File: config.mk
export PLATFORM = sky130hd
export DESIGN_NAME = ir_cut_day_night_switch_core
export DESIGN_NICKNAME = d
export VERILOG_FILES = /design/src/design/icds_pkg.sv /design/src/design/icds_csr.sv /design/src/design/icds_ctrl.sv /design/src/design/ir_cut_day_night_switch_core.sv
export SDC_FILE = /design/constraint.sdc
export NUM_CORES = 1
export LEC_CHECK = 0
export ABC_AREA = 1
export ABC_CLOCK_PERIOD_IN_PS = 6900
export BUFFER_PORTS_ARGS = -buffer_cell sky130_fd_sc_hd__buf_2
export CAP_MARGIN = 5
export CORE_UTILIZATION = 30
export CTS_BUF_LIST = sky130_fd_sc_hd__clkbuf_8
export CTS_CLUSTER_DIAMETER = 30
export CTS_CLUSTER_SIZE = 12
export DETAILED_ROUTE_END_ITERATION = 10
export PLACE_DENSITY = 0.48
export SYNTH_ARGS = -nofsm -noshare
export SYNTH_HDL_FRONTEND = slang
export SYNTH_HIERARCHICAL = 1
export SYNTH_SLANG_ARGS = --single-unit
File: constraint.sdc
create_clock -name clock -period 6.9 [get_ports clock]
set_clock_uncertainty 0.2 [all_clocks]
set_input_delay 1.38 -clock clock [delete_from_list [all_inputs] [get_ports clock]]
set_output_delay 1.38 -clock clock [all_outputs]
set_load 0.03 [all_outputs]
File: src/design/icds_pkg.sv
// Package for the IR-cut day/night switch: shared types, register indexes,
// reset values and the phase and command codes.
// No dependencies.
package icds_pkg;

   // Field widths
   localparam int SAMPLE_W = 12;
   localparam int PULSE_W  = 10;
   localparam int COUNT_W  = 16;
   localparam int PHASE_W  = 2;
   localparam int CSR_IDX_W  = 3;
   localparam int CSR_DATA_W = 16;

   // Register indexes on the configuration port
   localparam logic [CSR_IDX_W-1:0] REG_LIGHT_THRESHOLD = 3'd0;
   localparam logic [CSR_IDX_W-1:0] REG_PULSE_MS        = 3'd1;
   localparam logic [CSR_IDX_W-1:0] REG_CONFIRM_MS      = 3'd2;
   localparam logic [CSR_IDX_W-1:0] REG_PERIOD_MS       = 3'd3;
   localparam logic [CSR_IDX_W-1:0] REG_HOLDOFF_MS      = 3'd4;
   localparam logic [CSR_IDX_W-1:0] REG_START_DELAY_MS  = 3'd5;

   // Register reset values
   localparam logic [SAMPLE_W-1:0] RST_LIGHT_THRESHOLD = 12'd512;
   localparam logic [PULSE_W-1:0]  RST_PULSE_MS        = 10'd50;
   localparam logic [PULSE_W-1:0]  RST_CONFIRM_MS      = 10'd100;
   localparam logic [COUNT_W-1:0]  RST_PERIOD_MS       = 16'd1000;
   localparam logic [COUNT_W-1:0]  RST_HOLDOFF_MS      = 16'd3000;
   localparam logic [COUNT_W-1:0]  RST_START_DELAY_MS  = 16'd2000;

   // Item commands
   localparam logic CMD_TICK   = 1'b0;
   localparam logic CMD_MANUAL = 1'b1;

   // Phase codes
   localparam logic [PHASE_W-1:0] PH_STARTUP = 2'd0;
   localparam logic [PHASE_W-1:0] PH_IDLE    = 2'd1;
   localparam logic [PHASE_W-1:0] PH_CONFIRM = 2'd2;

   localparam logic [COUNT_W-1:0] COUNT_MAX = {COUNT_W{1'b1}};

   typedef struct packed {
      logic [SAMPLE_W-1:0] light_threshold;
      logic [PULSE_W-1:0]  pulse_ms;
      logic [PULSE_W-1:0]  confirm_ms;
      logic [COUNT_W-1:0]  period_ms;
      logic [COUNT_W-1:0]  holdoff_ms;
      logic [COUNT_W-1:0]  start_delay_ms;
   } cfg_type;

   typedef struct packed {
      logic pin_a;
      logic pin_b;
      logic filter_on;
      logic busy_res;
   } result_type;

endpackage

File: src/design/icds_csr.sv
// Configuration registers of the IR-cut day/night switch.
// Depends on icds_pkg.
module icds_csr (
   input  logic                              clock,
   input  logic                              reset,
   input  logic                              csr_we,
   input  logic [icds_pkg::CSR_IDX_W-1:0]    csr_index,
   input  logic [icds_pkg::CSR_DATA_W-1:0]   csr_wdata,
   output icds_pkg::cfg_type                 cfg
);

   icds_pkg::cfg_type cfg_ff;
   icds_pkg::cfg_type cfg_in;

   always_comb begin
      cfg_in = cfg_ff;
      if (csr_we) begin
         unique case (csr_index)
            icds_pkg::REG_LIGHT_THRESHOLD:
               cfg_in.light_threshold = csr_wdata[icds_pkg::SAMPLE_W-1:0];
            icds_pkg::REG_PULSE_MS:
               cfg_in.pulse_ms = csr_wdata[icds_pkg::PULSE_W-1:0];
            icds_pkg::REG_CONFIRM_MS:
               cfg_in.confirm_ms = csr_wdata[icds_pkg::PULSE_W-1:0];
            icds_pkg::REG_PERIOD_MS:
               cfg_in.period_ms = csr_wdata[icds_pkg::COUNT_W-1:0];
            icds_pkg::REG_HOLDOFF_MS:
               cfg_in.holdoff_ms = csr_wdata[icds_pkg::COUNT_W-1:0];
            icds_pkg::REG_START_DELAY_MS:
               cfg_in.start_delay_ms = csr_wdata[icds_pkg::COUNT_W-1:0];
            default: begin
               // drop writes to unknown indexes
            end
         endcase
      end
   end

   always_ff @(posedge clock) begin
      if (reset) begin
         cfg_ff.light_threshold <= icds_pkg::RST_LIGHT_THRESHOLD;
         cfg_ff.pulse_ms        <= icds_pkg::RST_PULSE_MS;
         cfg_ff.confirm_ms      <= icds_pkg::RST_CONFIRM_MS;
         cfg_ff.period_ms       <= icds_pkg::RST_PERIOD_MS;
         cfg_ff.holdoff_ms      <= icds_pkg::RST_HOLDOFF_MS;
         cfg_ff.start_delay_ms  <= icds_pkg::RST_START_DELAY_MS;
      end else begin
         cfg_ff <= cfg_in;
      end
   end

   assign cfg = cfg_ff;

endmodule

File: src/design/icds_ctrl.sv
// Switch state and its update for one item: phases, counters, motor pulse.
// Depends on icds_pkg.
module icds_ctrl (
   input  logic                            clock,
   input  logic                            reset,
   input  logic                            step_en,
   input  logic                            cmd,
   input  logic [icds_pkg::SAMPLE_W-1:0]   sample,
   input  logic                            manual_on,
   input  icds_pkg::cfg_type               cfg,
   output icds_pkg::result_type            result
);

   logic [icds_pkg::PHASE_W-1:0] phase_ff, phase_in;
   logic [icds_pkg::COUNT_W-1:0] phase_count_ff, phase_count_in;
   logic [icds_pkg::COUNT_W-1:0] holdoff_ff, holdoff_in;
   logic                         first_bright_ff, first_bright_in;
   logic                         filter_ff, filter_in;
   logic [icds_pkg::PULSE_W-1:0] pulse_count_ff, pulse_count_in;
   logic                         pulse_dir_ff, pulse_dir_in;

   logic [icds_pkg::PULSE_W-1:0] pulse_len;
   logic [icds_pkg::COUNT_W-1:0] holdoff_inc;
   logic [icds_pkg::COUNT_W-1:0] idle_inc;
   logic [icds_pkg::COUNT_W-1:0] confirm_ext;
   logic                         bright;
   logic                         agree;
   logic                         want_on;
   logic                         active;

   assign pulse_len   = (cfg.pulse_ms == '0) ? icds_pkg::PULSE_W'(1) : cfg.pulse_ms;
   assign holdoff_inc = (holdoff_ff != icds_pkg::COUNT_MAX) ?
                        holdoff_ff + icds_pkg::COUNT_W'(1) : holdoff_ff;
   assign idle_inc    = phase_count_ff + icds_pkg::COUNT_W'(1);
   assign confirm_ext = {{(icds_pkg::COUNT_W-icds_pkg::PULSE_W){1'b0}}, cfg.confirm_ms};
   assign bright      = sample > cfg.light_threshold;
   assign agree       = first_bright_ff ? (sample != '0 && sample >= cfg.light_threshold)
                                        : !bright;
   assign want_on     = !first_bright_ff;

   always_comb begin
      phase_in        = phase_ff;
      phase_count_in  = phase_count_ff;
      holdoff_in      = holdoff_ff;
      first_bright_in = first_bright_ff;
      filter_in       = filter_ff;
      pulse_count_in  = pulse_count_ff;
      pulse_dir_in    = pulse_dir_ff;

      if (cmd == icds_pkg::CMD_MANUAL) begin
         // manual set, ignored while a pulse runs
         if (pulse_count_ff == '0) begin
            pulse_dir_in   = manual_on;
            filter_in      = manual_on;
            pulse_count_in = pulse_len;
         end
      end else begin
         holdoff_in = holdoff_inc;
         if (pulse_count_ff != '0) begin
            // pulse running: phases stand still
            pulse_count_in = pulse_count_ff - icds_pkg::PULSE_W'(1);
         end else begin
            unique case (phase_ff)
               icds_pkg::PH_STARTUP: begin
                  if (phase_count_ff >= cfg.start_delay_ms) begin
                     pulse_dir_in   = !bright;
                     filter_in      = !bright;
                     pulse_count_in = pulse_len;
                     holdoff_in     = '0;
                     phase_in       = icds_pkg::PH_IDLE;
                     phase_count_in = '0;
                  end else begin
                     phase_count_in = idle_inc;
                  end
               end
               icds_pkg::PH_CONFIRM: begin
                  if (phase_count_ff >= confirm_ext) begin
                     if (agree && filter_ff != want_on) begin
                        pulse_dir_in   = want_on;
                        filter_in      = want_on;
                        pulse_count_in = pulse_len;
                        holdoff_in     = '0;
                     end
                     phase_in       = icds_pkg::PH_IDLE;
                     phase_count_in = '0;
                  end else begin
                     phase_count_in = idle_inc;
                  end
               end
               default: begin
                  // idle: count the period, then take the first sample once the holdoff has run out
                  phase_in       = icds_pkg::PH_IDLE;
                  phase_count_in = idle_inc;
                  if (idle_inc >= cfg.period_ms) begin
                     phase_count_in = '0;
                     if (holdoff_inc >= cfg.holdoff_ms) begin
                        first_bright_in = bright;
                        phase_in        = icds_pkg::PH_CONFIRM;
                     end
                  end
               end
            endcase
         end
      end
   end

   assign active           = pulse_count_in != '0;
   assign result.pin_a     = active && pulse_dir_in;
   assign result.pin_b     = active && !pulse_dir_in;
   assign result.filter_on = filter_in;
   assign result.busy_res  = active;

   always_ff @(posedge clock) begin
      if (reset) begin
         phase_ff        <= icds_pkg::PH_STARTUP;
         phase_count_ff  <= '0;
         holdoff_ff      <= '0;
         first_bright_ff <= 1'b0;
         filter_ff       <= 1'b0;
         pulse_count_ff  <= '0;
         pulse_dir_ff    <= 1'b0;
      end else if (step_en) begin
         phase_ff        <= phase_in;
         phase_count_ff  <= phase_count_in;
         holdoff_ff      <= holdoff_in;
         first_bright_ff <= first_bright_in;
         filter_ff       <= filter_in;
         pulse_count_ff  <= pulse_count_in;
         pulse_dir_ff    <= pulse_dir_in;
      end
   end

endmodule

File: src/design/ir_cut_day_night_switch_core.sv
// IR-cut day/night switch, top level. An accepted item is held in the input register;
// its result then goes to the result register. Throughput: one item per cycle while
// the result channel does not stall; the state update sits between the two registers,
// so back-to-back ticks and manual sets are taken every cycle unless rsp_stall holds
// the result register. Reset (synchronous, active high) clears both stages, puts the
// switch in startup wait and loads the register defaults. Depends on icds_pkg.
module ir_cut_day_night_switch_core (
   input  logic                              clock,
   input  logic                              reset,
   // input channel
   input  logic                              req_valid,
   output logic                              req_stall,
   input  logic                              req_cmd,
   input  logic [icds_pkg::SAMPLE_W-1:0]     req_adc_sample,
   input  logic                              req_manual_on,
   // result channel
   output logic                              rsp_valid,
   input  logic                              rsp_stall,
   output logic                              rsp_pin_a,
   output logic                              rsp_pin_b,
   output logic                              rsp_filter_on,
   output logic                              rsp_busy_res,
   // configuration write port
   input  logic                              csr_we,
   input  logic [icds_pkg::CSR_IDX_W-1:0]    csr_index,
   input  logic [icds_pkg::CSR_DATA_W-1:0]   csr_wdata
);

   icds_pkg::cfg_type    cfg;
   icds_pkg::result_type step_result;

   // Input register stage
   logic                          s1_valid_ff, s1_valid_in;
   logic                          s1_cmd_ff;
   logic [icds_pkg::SAMPLE_W-1:0] s1_sample_ff;
   logic                          s1_manual_ff;

   // Result register stage
   logic                          rsp_valid_ff, rsp_valid_in;
   icds_pkg::result_type          rsp_data_ff;

   logic req_fire;
   logic s1_advance;
   logic rsp_free;

   // The result register frees up when empty or when its item is taken
   // this cycle; the input stage advances into it whenever it is free.
   assign rsp_free   = !rsp_valid_ff || !rsp_stall;
   assign s1_advance = s1_valid_ff && rsp_free;
   assign req_stall  = s1_valid_ff && !rsp_free;
   assign req_fire   = req_valid && !req_stall;

   assign s1_valid_in  = req_fire || (s1_valid_ff && !s1_advance);
   assign rsp_valid_in = s1_advance || (rsp_valid_ff && rsp_stall);

   icds_csr u_csr (
      .clock     (clock),
      .reset     (reset),
      .csr_we    (csr_we),
      .csr_index (csr_index),
      .csr_wdata (csr_wdata),
      .cfg       (cfg)
   );

   // State advances exactly once per item, as the item leaves the input stage
   icds_ctrl u_ctrl (
      .clock     (clock),
      .reset     (reset),
      .step_en   (s1_advance),
      .cmd       (s1_cmd_ff),
      .sample    (s1_sample_ff),
      .manual_on (s1_manual_ff),
      .cfg       (cfg),
      .result    (step_result)
   );

   always_ff @(posedge clock) begin
      if (reset) begin
         s1_valid_ff  <= 1'b0;
         rsp_valid_ff <= 1'b0;
      end else begin
         s1_valid_ff  <= s1_valid_in;
         rsp_valid_ff <= rsp_valid_in;
      end
   end

   // Payload: load on accept, hold otherwise
   always_ff @(posedge clock) begin
      if (req_fire) begin
         s1_cmd_ff    <= req_cmd;
         s1_sample_ff <= req_adc_sample;
         s1_manual_ff <= req_manual_on;
      end
      if (s1_advance) begin
         rsp_data_ff <= step_result;
      end
   end

   assign rsp_valid     = rsp_valid_ff;
   assign rsp_pin_a     = rsp_data_ff.pin_a;
   assign rsp_pin_b     = rsp_data_ff.pin_b;
   assign rsp_filter_on = rsp_data_ff.filter_on;
   assign rsp_busy_res  = rsp_data_ff.busy_res;

   // Never drive both motor pins
   a_pins_exclusive: assert property (@(posedge clock) disable iff (reset)
      rsp_valid_ff |-> !(rsp_data_ff.pin_a && rsp_data_ff.pin_b))
      else $error("both motor pins driven");

   // Busy exactly while one pin is driven
   a_busy_matches_pins: assert property (@(posedge clock) disable iff (reset)
      rsp_valid_ff |-> (rsp_data_ff.busy_res == (rsp_data_ff.pin_a || rsp_data_ff.pin_b)))
      else $error("busy flag disagrees with motor pins");

   // A pulse always points the same way as the filter state it set
   a_pulse_dir_state: assert property (@(posedge clock) disable iff (reset)
      rsp_valid_ff && rsp_data_ff.busy_res |-> (rsp_data_ff.pin_a == rsp_data_ff.filter_on))
      else $error("pulse direction disagrees with filter state");

   // An item blocked in the input stage stays there
   a_s1_holds: assert property (@(posedge clock) disable iff (reset)
      s1_valid_ff && !s1_advance |=> s1_valid_ff && $stable(s1_cmd_ff)
                                     && $stable(s1_sample_ff))
      else $error("input stage lost a blocked item");

   // A result moves only into a free output register
   a_no_overwrite: assert property (@(posedge clock) disable iff (reset)
      s1_advance |-> !(rsp_valid_ff && rsp_stall))
      else $error("result register overwritten while stalled");

endmodule
==> results.cfg, run 1 <==
[timing]
slew_headroom = 0.339
slew_viol_final = 0
holdWs_ns = 0.267
rsz0062_at_grt = false
setup_violations = 0
tightest_slew_ns = 0.988
min_period_ns = 3.64
clock.fmax_mhz = 274
final.setup.tns_ns = 0
hold_viol = 0
finalCritPeriodShare = 0.528

[synth]
synth_xor_area_frac = 0.0250
seq_area_frac_synth = 0.342
async_reset_ff_frac = 0
yosys-mux-area-fraction = 0
ys_types = 45
synthSimpleGateAreaFrac = 0.332
synth_top_area_share = 0.283
netlist_area_um2 = 9120
synth_ff_type = dfxtp_1
synth_top_family_by_area = simple AND/OR/NAND/NOR gates
syn_nets = 1450
synth_edf_count = 18
synth_area_leaders = dfxtp_1 28%, nand2_1 14%, ha_1 10%
syn_inst = 1339
netlist_top_cells_count = 342 x nand2_1, 176 x inv_1, 173 x nor2_1
yosysTopAreaCell = dfxtp_1
synthAdderAreaFrac = 0.100
synth_compound_area_frac = 0.103
ys_ff_latch = 147
yosysWarnings = 6
synth.avg_cell_area_um2 = 6.81
yosys.cell_count.top_type = nand2_1

[critical_path]
rrSetupSlack_ns = 3.26
crit_chain = ha_1, inv_1, nor3_2, nand2_1, nor2_2, nand3_2, nor2_1, nand2_1, nand3_1, nor3_1, xor2_1, ha_1, nand2_1, nor3_1, nand2_1, nand3_1, nand4_1, inv_1, nor2_1, a211oi_1
reg2reg_depth = 20
crit_buf_inv = 2
timing.rr.end = u_ctrl/first_bright_ff$_SDFFE_PP0P_
crit_arrival_ns = 3.82
rr_startpoint = u_ctrl/holdoff_ff[0]$_SDFFE_PP0P_
startpoint_type = register
cp_max_fo = 5
crit_top_cell = nand2_1
crit_type = reg2reg
slowest_delay_ns = 0.40
cpLargestDelayFamily = simple AND/OR/NAND/NOR gates
critPathCaptureType = register
critPathSlowestCell = dfxtp_1
cp.required_ns = 7.08

[finish]
drive_gt1_frac = 0.0986
final_util = 0.338
fillers = 3315
areaGrowthSynthToFinish_pct = 10.3
layout.nets = 1477
final_cells = 1769
diodes = 0
seq_area_um2 = 3120
multi_input_area_um2 = 5110

[placed_design]
dp_hpwl_um = 18900
gp_congestion = 0.818
placed_cells = 1737
portBuffers = 43

[floorplan]
fp.dieW_um = 176
boundaryPins = 44
die_y_um = 176
rows = 63
dieArea_um2 = 31100
core-area_um2 = 29800
start_util = 0.306

[clocking]
clk_path_buf_depth = 2
cts_hold_buffers = 0
cts.repair.resized = 0
clk_pin_slew_ns = 0.10
cts_root_buffer = clkbuf_8
insertion_delay_ns = 0.47
post_cts_buffers = 0
cts.sinks = 147
cts_tree = yes
cts-buffers-inserted = 17
htree_levels = 4

[outcome]
status = completed

[grt]
grt_pass1_vias = 7809
grt.overflow.total = 0
grt.total_usage = 0.170
antenna_found_initial = 0
grt_pass1_wl_um = 41500
grt_max_degree = 69

[drt]
drt_iter0_markers = 475
finalWirelength_um = 25400
dr.pass1.iters = 5
route.vias.total = 8355
drc = 0
routed_via_density = 4.72
ant_nets = 0
wl_per_cell_um = 14.4

[power]
power_density_nw_per_um2 = 187
leakage_uw = 0.00465
peakVddDrop_mv = 0.0975

[hold_path]
worstHoldStart = u_csr/cfg[35]$_SDFFE_PP1P_
hold_class = reg2reg
hold_depth = 2
hold_end = u_csr/cfg[35]$_SDFFE_PP1P_

[flow_run]
maxCapViolCount = 0
## logic make-up after synthesis
| logic type | count (synthesis) |
|---|---|
| AOI/OAI and AO/OA | 163 |
| buffers and inverters | 225 |
| adders and majority gates | 73 |
| DFF | 147 |
| xor gates and xnor gates | 26 |
| and+or+nand+nor | 705 |
## power by group
| group | internal (µW) | leakage (µW) | total (µW) | switching [µW] |
|---|---|---|---|---|
| Sequential | 895 | 0.00122 | 919 | 23.5 |
| Clock | 295 | 0.000190 | 675 | 379 |
| Combinational | 92.4 | 0.00324 | 289 | 196 |
| Total | 1280 | 0.00465 | 1880 | 599 |
## per-stage QoR
| stage | setup slack, ns | total power, µW | area, µm² |
|---|---|---|---|
| after global placement | 3.37 | 1230 | 9680 |
| after detailed placement | 3.29 | 1230 | 9680 |
| after floorplan | 3.65 | 1140 | 9120 |
| final | 3.26 | 1880 | 10100 |
| after global routing | 2.78 | 1990 | 10100 |
| after CTS | 3.27 | 1910 | 10100 |
## worst min-delay path: cells and delay by family (launching register included)
family / cells / cell delay [ns]
simple gates: 2 / 0.10
flops: 1 / 0.34
## worst max path at each step
stage                                                startpoint                                      to  slack (ns)  cells past startpoint
final                         u_ctrl/holdoff_ff[0]$_SDFFE_PP0P_     u_ctrl/first_bright_ff$_SDFFE_PP0P_        3.26                     20
after global routing      u_ctrl/phase_count_ff[2]$_SDFFE_PP0P_  u_ctrl/phase_count_ff[12]$_SDFFE_PP0P_        2.78                     17
after CTS                 u_ctrl/phase_count_ff[0]$_SDFFE_PP0P_  u_ctrl/phase_count_ff[12]$_SDFFE_PP0P_        3.27                     18
after detailed placement      u_ctrl/holdoff_ff[0]$_SDFFE_PP0P_     u_ctrl/first_bright_ff$_SDFFE_PP0P_        3.29                     20
after global placement    u_ctrl/phase_count_ff[2]$_SDFFE_PP0P_  u_ctrl/phase_count_ff[15]$_SDFFE_PP0P_        3.37                     17
after floorplan                                       rsp_stall                               req_stall        3.65                      2
## state kept, by name, summed over array words and instances (netlist names)
signal	cells
u_csr/cfg	80
u_ctrl/first_bright_ff	1
u_ctrl/filter_ff	1
s1_sample_ff	12
s1_manual_ff	1
u_ctrl/phase_ff	2
u_ctrl/holdoff_ff	16
u_ctrl/pulse_dir_ff	1
rsp_valid	1
rsp_pin_a	1
rsp_busy_res	1
s1_valid_ff	1
s1_cmd_ff	1
u_ctrl/phase_count_ff	16
rsp_filter_on	1
u_ctrl/pulse_count_ff	10
rsp_pin_b	1
## area by class of cell
| type | instances | area share |
|---|---|---|
| multi-input cells | 967 | 0.508 |
| flip-flops and latches | 147 | 0.310 |
| inverters | 183 | 0.0684 |
| well taps | 390 | 0.0485 |
| repair buffers | 50 | 0.0266 |
| clock buffers | 17 | 0.0233 |
| clock inverters | 15 | 0.0148 |
## placed cells by master (no fill, tap or decap), drive strengths merged, types with 4 or more instances in the layout
cell,netlist,final
ha,73,73
nand2,353,353
a22oi,9,9
nor3,16,16
o21ai,32,32
buf,24,50
nand3,128,128
o211ai,4,4
xor2,20,20
dfxtp,129,129
clkbuf,18,17
a31oi,8,8
nand4,16,16
xnor2,6,6
clkinv,1,7
a21oi,96,96
edfxtp,18,18
nor2,186,186
inv,182,188
## per-layer routing
metal  up-vias  track usage  routed length (µm)
met4         0       0.0489                 301
li1       4361            -                   -
met5         -            0                   0
met2       145        0.278               11600
met1      3832        0.232               12700
met3        17       0.0250                 761
No activity file was read; power rests on OpenSTA's default activity.
==> run 2, diff against run 1 <==
--- a/config.mk
+++ b/config.mk
@@ -6,7 +6,7 @@
 export NUM_CORES = 1
 export LEC_CHECK = 0
 export ABC_AREA = 1
-export ABC_CLOCK_PERIOD_IN_PS = 6900
+export ABC_CLOCK_PERIOD_IN_PS = 3610
 export BUFFER_PORTS_ARGS = -buffer_cell sky130_fd_sc_hd__buf_2
 export CAP_MARGIN = 5
 export CORE_UTILIZATION = 30
==> constraint.sdc (replaced) <==
create_clock -name clock -period 3.61 [get_ports clock]
set_clock_uncertainty 0.2 [all_clocks]
set_input_delay 0.722 -clock clock [delete_from_list [all_inputs] [get_ports clock]]
set_output_delay 0.722 -clock clock [all_outputs]
set_load 0.03 [all_outputs]
==> run 2 against run 1 <==
Against the previous run: final cell count is 1.2% higher; critical path type unchanged; register-to-register slack got worse by 3.1 ns; core utilization increased by 0.88 points; largest power group unchanged; combinational power increased by 98%; fmax rose by 6.3%; largest cell class unchanged; clock power up 81%.
==> results.cfg, run 2 (synthesis results as in run 1) <==
[drt]
routed_via_density = 4.72
drc = 0
met3WireLength_um = 863
wl_per_cell_um = 14.5
dr.pass1.iters = 5
highest_layer = met4
wl_met1_um = 12600
finalWirelength_um = 26000
wl_met2_um = 12100
route.vias.total = 8446
drt_iter0_markers = 549
ant_nets = 0

[timing]
min_period_ns = 3.43
slew_viol_final = 0
finalCritPeriodShare = 0.950
tightest_slew_ns = 0.864
hold_viol = 0
holdWs_ns = 0.230
clock.fmax_mhz = 292
finalWorstSetupSlack_ns = 0.182
setup_violations = 0
slew_headroom = 0.424

[clocking]
clk_path_buf_depth = 2
cts.sinks = 147
cts_tree = yes
htree_levels = 4
cts-buffers-inserted = 17
cts_root_buffer = clkbuf_8
clk_pin_slew_ns = 0.10
insertion_delay_ns = 0.47

[finish]
drive_gt1_frac = 0.125
largest_reg_flops = 80
final_util = 0.346
areaGrowthSynthToFinish_pct = 13.2
final_cell_mix = 340 x nand2_1, 176 x inv_1, 170 x nor2_1
layout.nets = 1499
layout_commonest_cell = nand2_1
final_cell_area_um2 = 10300
final_cells = 1791
diodes = 0

[critical_path]
cp.required_ns = 3.82
rrSetupSlack_ns = 0.18
cp_max_fo = 7
reg2reg_depth = 17
crit_type = reg2reg
crit_arrival_ns = 3.63
worstSetupStartpoint = u_ctrl/phase_count_ff[0]$_SDFFE_PP0P_
crit_end = u_ctrl/phase_count_ff[6]$_SDFFE_PP0P_
critPathCaptureType = register
startpoint_type = register
rr_startpoint = u_ctrl/phase_count_ff[0]$_SDFFE_PP0P_
timing.rr.end = u_ctrl/phase_count_ff[6]$_SDFFE_PP0P_

[power]
power_frac_seq = 0.494
intPower_uw = 2400
peakVddDrop_mv = 0.301
power_density_nw_per_um2 = 343
leakage_uw = 0.00482
combPwrFrac = 0.162
clock_power_share = 0.344
power.switching_uw = 1150
swShare = 0.324

[placed_design]
gp_congestion = 0.800
dpl_worst_slack_ns = 0.0590
placed_cells = 1755
portBuffers = 43
dpl_cell_area_um2 = 9840
dp_hpwl_um = 19500

[floorplan]
core-area_um2 = 29800
start_util = 0.306
rows = 63
boundaryPins = 44
dieArea_um2 = 31100
die_y_um = 176
fp.dieW_um = 176

[flow_run]
maxCapViolCount = 0

[hold_path]
hold_class = in2reg

[grt]
grt.overflow.total = 0
grt_pass1_vias = 7997
antenna_found_initial = 0
grt_pass1_wl_um = 42100
grt.total_usage = 0.174
grt_max_degree = 50

[outcome]
status = completed
-- run 2: changes by cell type in the layout (fill, tap and decap cells not counted), moves of 3 or more --
| cell | delta |
|---|---|
| nor3_1 | -3 |
| buf_4 | +19 |
| nand3_2 | +3 |
| dfxtp_1 | -3 |
| nand3_1 | -4 |
| dfxtp_2 | +3 |
-- run 2: final cells by class --
type	instances	area [µm²]
multi-input cells	967	5190
clock buffers	17	234
well taps	390	488
flip-flops and latches	147	3130
repair inverters	1	8.76
repair buffers	71	450
fillers	3284	19500
inverters	183	694
clock inverters	15	124
-- run 2: power by group through the flow --
| stage | clock [µW] | sequential (µW) | combinational (µW) |
|---|---|---|---|
| floorplan | 0 | 1780 | 402 |
| finish | 1220 | 1750 | 573 |
| detailed placement | 0 | 1790 | 571 |
| CTS | 1270 | 1750 | 573 |
| global route | 1350 | 1760 | 656 |
| global placement | 0 | 1790 | 569 |
-- run 2: critical path, cell delays in order, from the launching register on --
cell	delay, ns
dfxtp_1	0.39
nand3_2	0.11
nor3_2	0.25
nand3_2	0.15
nor3_4	0.22
nand4_1	0.16
nor3b_2	0.23
xor2_1	0.21
ha_1	0.30
a21oi_1	0.18
o21ai_0	0.11
a21oi_1	0.15
nand3_2	0.11
nand2_2	0.10
nand3_4	0.15
inv_6	0.16
nand2_2	0.07
a21oi_2	0.11
-- run 2: how the worst min path moves through the flow --
| stage | startpoint | endpoint | slack (ns) | depth (start not counted) |
|---|---|---|---|---|
| final | req_adc_sample[0] | s1_sample_ff[0]$_DFFE_PP_ | 0.23 | 1 |
| after global routing | req_adc_sample[0] | s1_sample_ff[0]$_DFFE_PP_ | 0.19 | 1 |
| after CTS | req_adc_sample[2] | s1_sample_ff[2]$_DFFE_PP_ | 0.18 | 1 |
| after detailed placement | u_csr/cfg[40]$_SDFFE_PP1P_ | u_csr/cfg[40]$_SDFFE_PP1P_ | 0.24 | 2 |
| after global placement | u_csr/cfg[35]$_SDFFE_PP1P_ | u_csr/cfg[35]$_SDFFE_PP1P_ | 0.24 | 2 |
| after floorplan | u_csr/cfg[10]$_SDFFE_PP1P_ | u_csr/cfg[10]$_SDFFE_PP1P_ | 0.23 | 2 |
-- run 2: repair_timing --
item | CTS | global route
hold buffers | 0 | 0
hold endpoints to repair | 0 | 0
gates resized for setup | 0 | 26
endpoints found under the setup margin | 0 | 18
buffers inserted | 0 | 3
-- run 2: layer usage --
metal	vias up	track usage
met3	28	0.0273
met1	3876	0.231
met2	134	0.289
met4	0	0.0557
met5	-	0
li1	4408	-
-- run 2: per-stage QoR --
stage,total power (µW),setup TNS (ns)
4_1_cts,3600,0
3_5_place_dp,2360,0
5_1_grt,3770,-0.0195
3_3_place_gp,2360,0
2_1_floorplan,2190,0
6_report,3540,0
==> run 3, diff against run 2 <==
--- a/config.mk
+++ b/config.mk
@@ -15,7 +15,9 @@
 export CTS_CLUSTER_SIZE = 12
 export DETAILED_ROUTE_END_ITERATION = 10
 export PLACE_DENSITY = 0.48
+export SETUP_SLACK_MARGIN = 0.2
 export SYNTH_ARGS = -nofsm -noshare
 export SYNTH_HDL_FRONTEND = slang
 export SYNTH_HIERARCHICAL = 1
 export SYNTH_SLANG_ARGS = --single-unit
+export TNS_END_PERCENT = 20
==> run 3 against run 2 <==
Against the previous run: sequential share of layout area shrank 0.52 points; clock power is essentially flat; combinational power grew 1%; critical path depth is the same; global-route usage is essentially flat; count of clock-buffer cells in the layout is the same; design area grew 2.2%; via count grew 1.5%.
==> results.cfg, run 3 (synthesis results as in run 1) <==
[clocking]
clk_path_buf_depth = 2
clk_pin_slew_ns = 0.11
cts-buffers-inserted = 17
cts.sinks = 147
cts_root_buffer = clkbuf_8
cts_tree = yes
insertion_delay_ns = 0.48
htree_levels = 4
cts_hold_buffers = 0

[floorplan]
start_util = 0.306
fp.dieW_um = 176
dieArea_um2 = 31100
boundaryPins = 44
die_y_um = 176
rows = 63
core-area_um2 = 29800

[timing]
finalCritPeriodShare = 0.899
tightest_slew_ns = 0.874
finalWorstSetupSlack_ns = 0.364
hold_viol = 0
slew_viol_final = 0
setup_violations = 0
holdWs_ns = 0.229
min_period_ns = 3.25
final.setup.tns_ns = 0
clock.fmax_mhz = 308
rsz0062_at_grt = true
slew_headroom = 0.417

[finish]
multi_input_area_um2 = 5330
areaGrowthSynthToFinish_pct = 15.7
layout_commonest_cell = nand2_1
final_cell_mix = 339 x nand2_1, 174 x inv_1, 167 x nor2_1
layout.nets = 1509
final_util = 0.354
final_cell_area_um2 = 10500
fillers = 3272
largest_reg_flops = 80
seq_area_um2 = 3140
diodes = 0
drive_gt1_frac = 0.149

[flow_run]
maxCapViolCount = 0

[drt]
ant_nets = 0
wl_per_cell_um = 14.7
drc = 0
dr.pass1.iters = 5
routed_via_density = 4.76
finalWirelength_um = 26400
route.vias.total = 8575
drt_iter0_markers = 484

[critical_path]
crit_arrival_ns = 3.45
crit_type = reg2reg
cp.required_ns = 3.81
critPathCaptureType = register
cp_max_fo = 7
startpoint_type = register

[grt]
grt_max_degree = 50
grt_pass1_wl_um = 42100
grt_pass1_vias = 7997
grt.overflow.total = 0
antenna_found_initial = 0
grt.total_usage = 0.174

[placed_design]
portBuffers = 43
dpl_cell_area_um2 = 9840
dpl_worst_slack_ns = 0.0590
dp_hpwl_um = 19500
gp_congestion = 0.800

[power]
intPower_uw = 2400
swShare = 0.325
power_density_nw_per_um2 = 337
leakage_uw = 0.00496
combPwrFrac = 0.163
peakVddDrop_mv = 0.301
clock_power_share = 0.344
power.switching_uw = 1150
power_frac_seq = 0.493

[outcome]
status = completed

[hold_path]
hold_class = in2reg
run 3: cell count changes in the layout (fill, tap and decap cells not counted), moves of 4 or more:
| cell | before | now |
|---|---|---|
| a21oi_1 | 85 | 78 |
| a21oi_2 | 11 | 18 |
| buf_4 | 26 | 36 |
| dfxtp_4 | 0 | 4 |
| nand3_1 | 120 | 116 |
| o21ai_0 | 30 | 26 |
| o21ai_1 | 2 | 6 |
run 3: final timing paths:
| path | slack [ns] | cells after the start | from | endpoint |
|---|---|---|---|---|
| min | 0.23 | 1 | req_adc_sample[0] | s1_sample_ff[0]$_DFFE_PP_ |
| max | 0.36 | 17 | u_ctrl/phase_count_ff[0]$_SDFFE_PP0P_ | u_ctrl/phase_count_ff[6]$_SDFFE_PP0P_ |
| max reg2reg | 0.36 | 17 | u_ctrl/phase_count_ff[0]$_SDFFE_PP0P_ | u_ctrl/phase_count_ff[6]$_SDFFE_PP0P_ |
| min reg2reg | 0.27 | 2 | u_csr/cfg[40]$_SDFFE_PP1P_ | u_csr/cfg[40]$_SDFFE_PP1P_ |
run 3: timing repair:
item | 4_1_cts | 5_1_grt
gates resized for setup | 2 | 64
setup buffers | 0 | 13
pin swaps | 0 | 30
cloned | 0 | 1
endpoints found under the setup margin | 17 | 22
run 3: per-stage QoR:
stage / std cells / total power, µW
2_1_floorplan: 1339 / 2190
3_3_place_gp: 1755 / 2360
3_5_place_dp: 1755 / 2360
4_1_cts: 1787 / 3600
5_1_grt: 1801 / 3770
6_report: 1801 / 3550
run 3: metal layers:
layer  global-route usage  vias to the layer above  share of wire  wire length, µm
li1                     -                     4430              -                -
met2                0.289                      159           0.46            12300
met4               0.0557                        0          0.024              635
met5                    0                        -              0                0
met3               0.0273                       38          0.036              948
met1                0.231                     3948           0.48            12500
run 3: worst max-delay path, stage by stage, from the launching register on:
cell,delay [ns]
dfxtp_4,0.39
nand3_4,0.08
nor3_4,0.22
nand3_2,0.13
nor3_4,0.22
nand4_1,0.16
nor3b_2,0.23
xor2_1,0.21
ha_1,0.30
a21oi_2,0.14
o21ai_1,0.08
a21oi_2,0.12
nand3_2,0.10
nand2_2,0.10
nand3_4,0.16
inv_8,0.14
nand2_2,0.06
a21oi_2,0.11
run 3: power by group through the flow:
| stage | combinational (µW) | sequential [µW] | clock [µW] |
|---|---|---|---|
| 2_1_floorplan | 402 | 1780 | 0 |
| 3_3_place_gp | 569 | 1790 | 0 |
| 3_5_place_dp | 571 | 1790 | 0 |
| 4_1_cts | 574 | 1750 | 1270 |
| 5_1_grt | 661 | 1760 | 1350 |
| 6_report | 579 | 1750 | 1220 |
run 3: layout make-up:
class / instances / share of cell area
timing repair buffer: 81 / 0.0498
multi-input combinational: 967 / 0.505
tap: 390 / 0.0463
sequential: 147 / 0.298
clock buffer: 17 / 0.0222
clock inverter: 15 / 0.0117
inverter: 183 / 0.0658
timing repair inverter: 1 / 0.00107
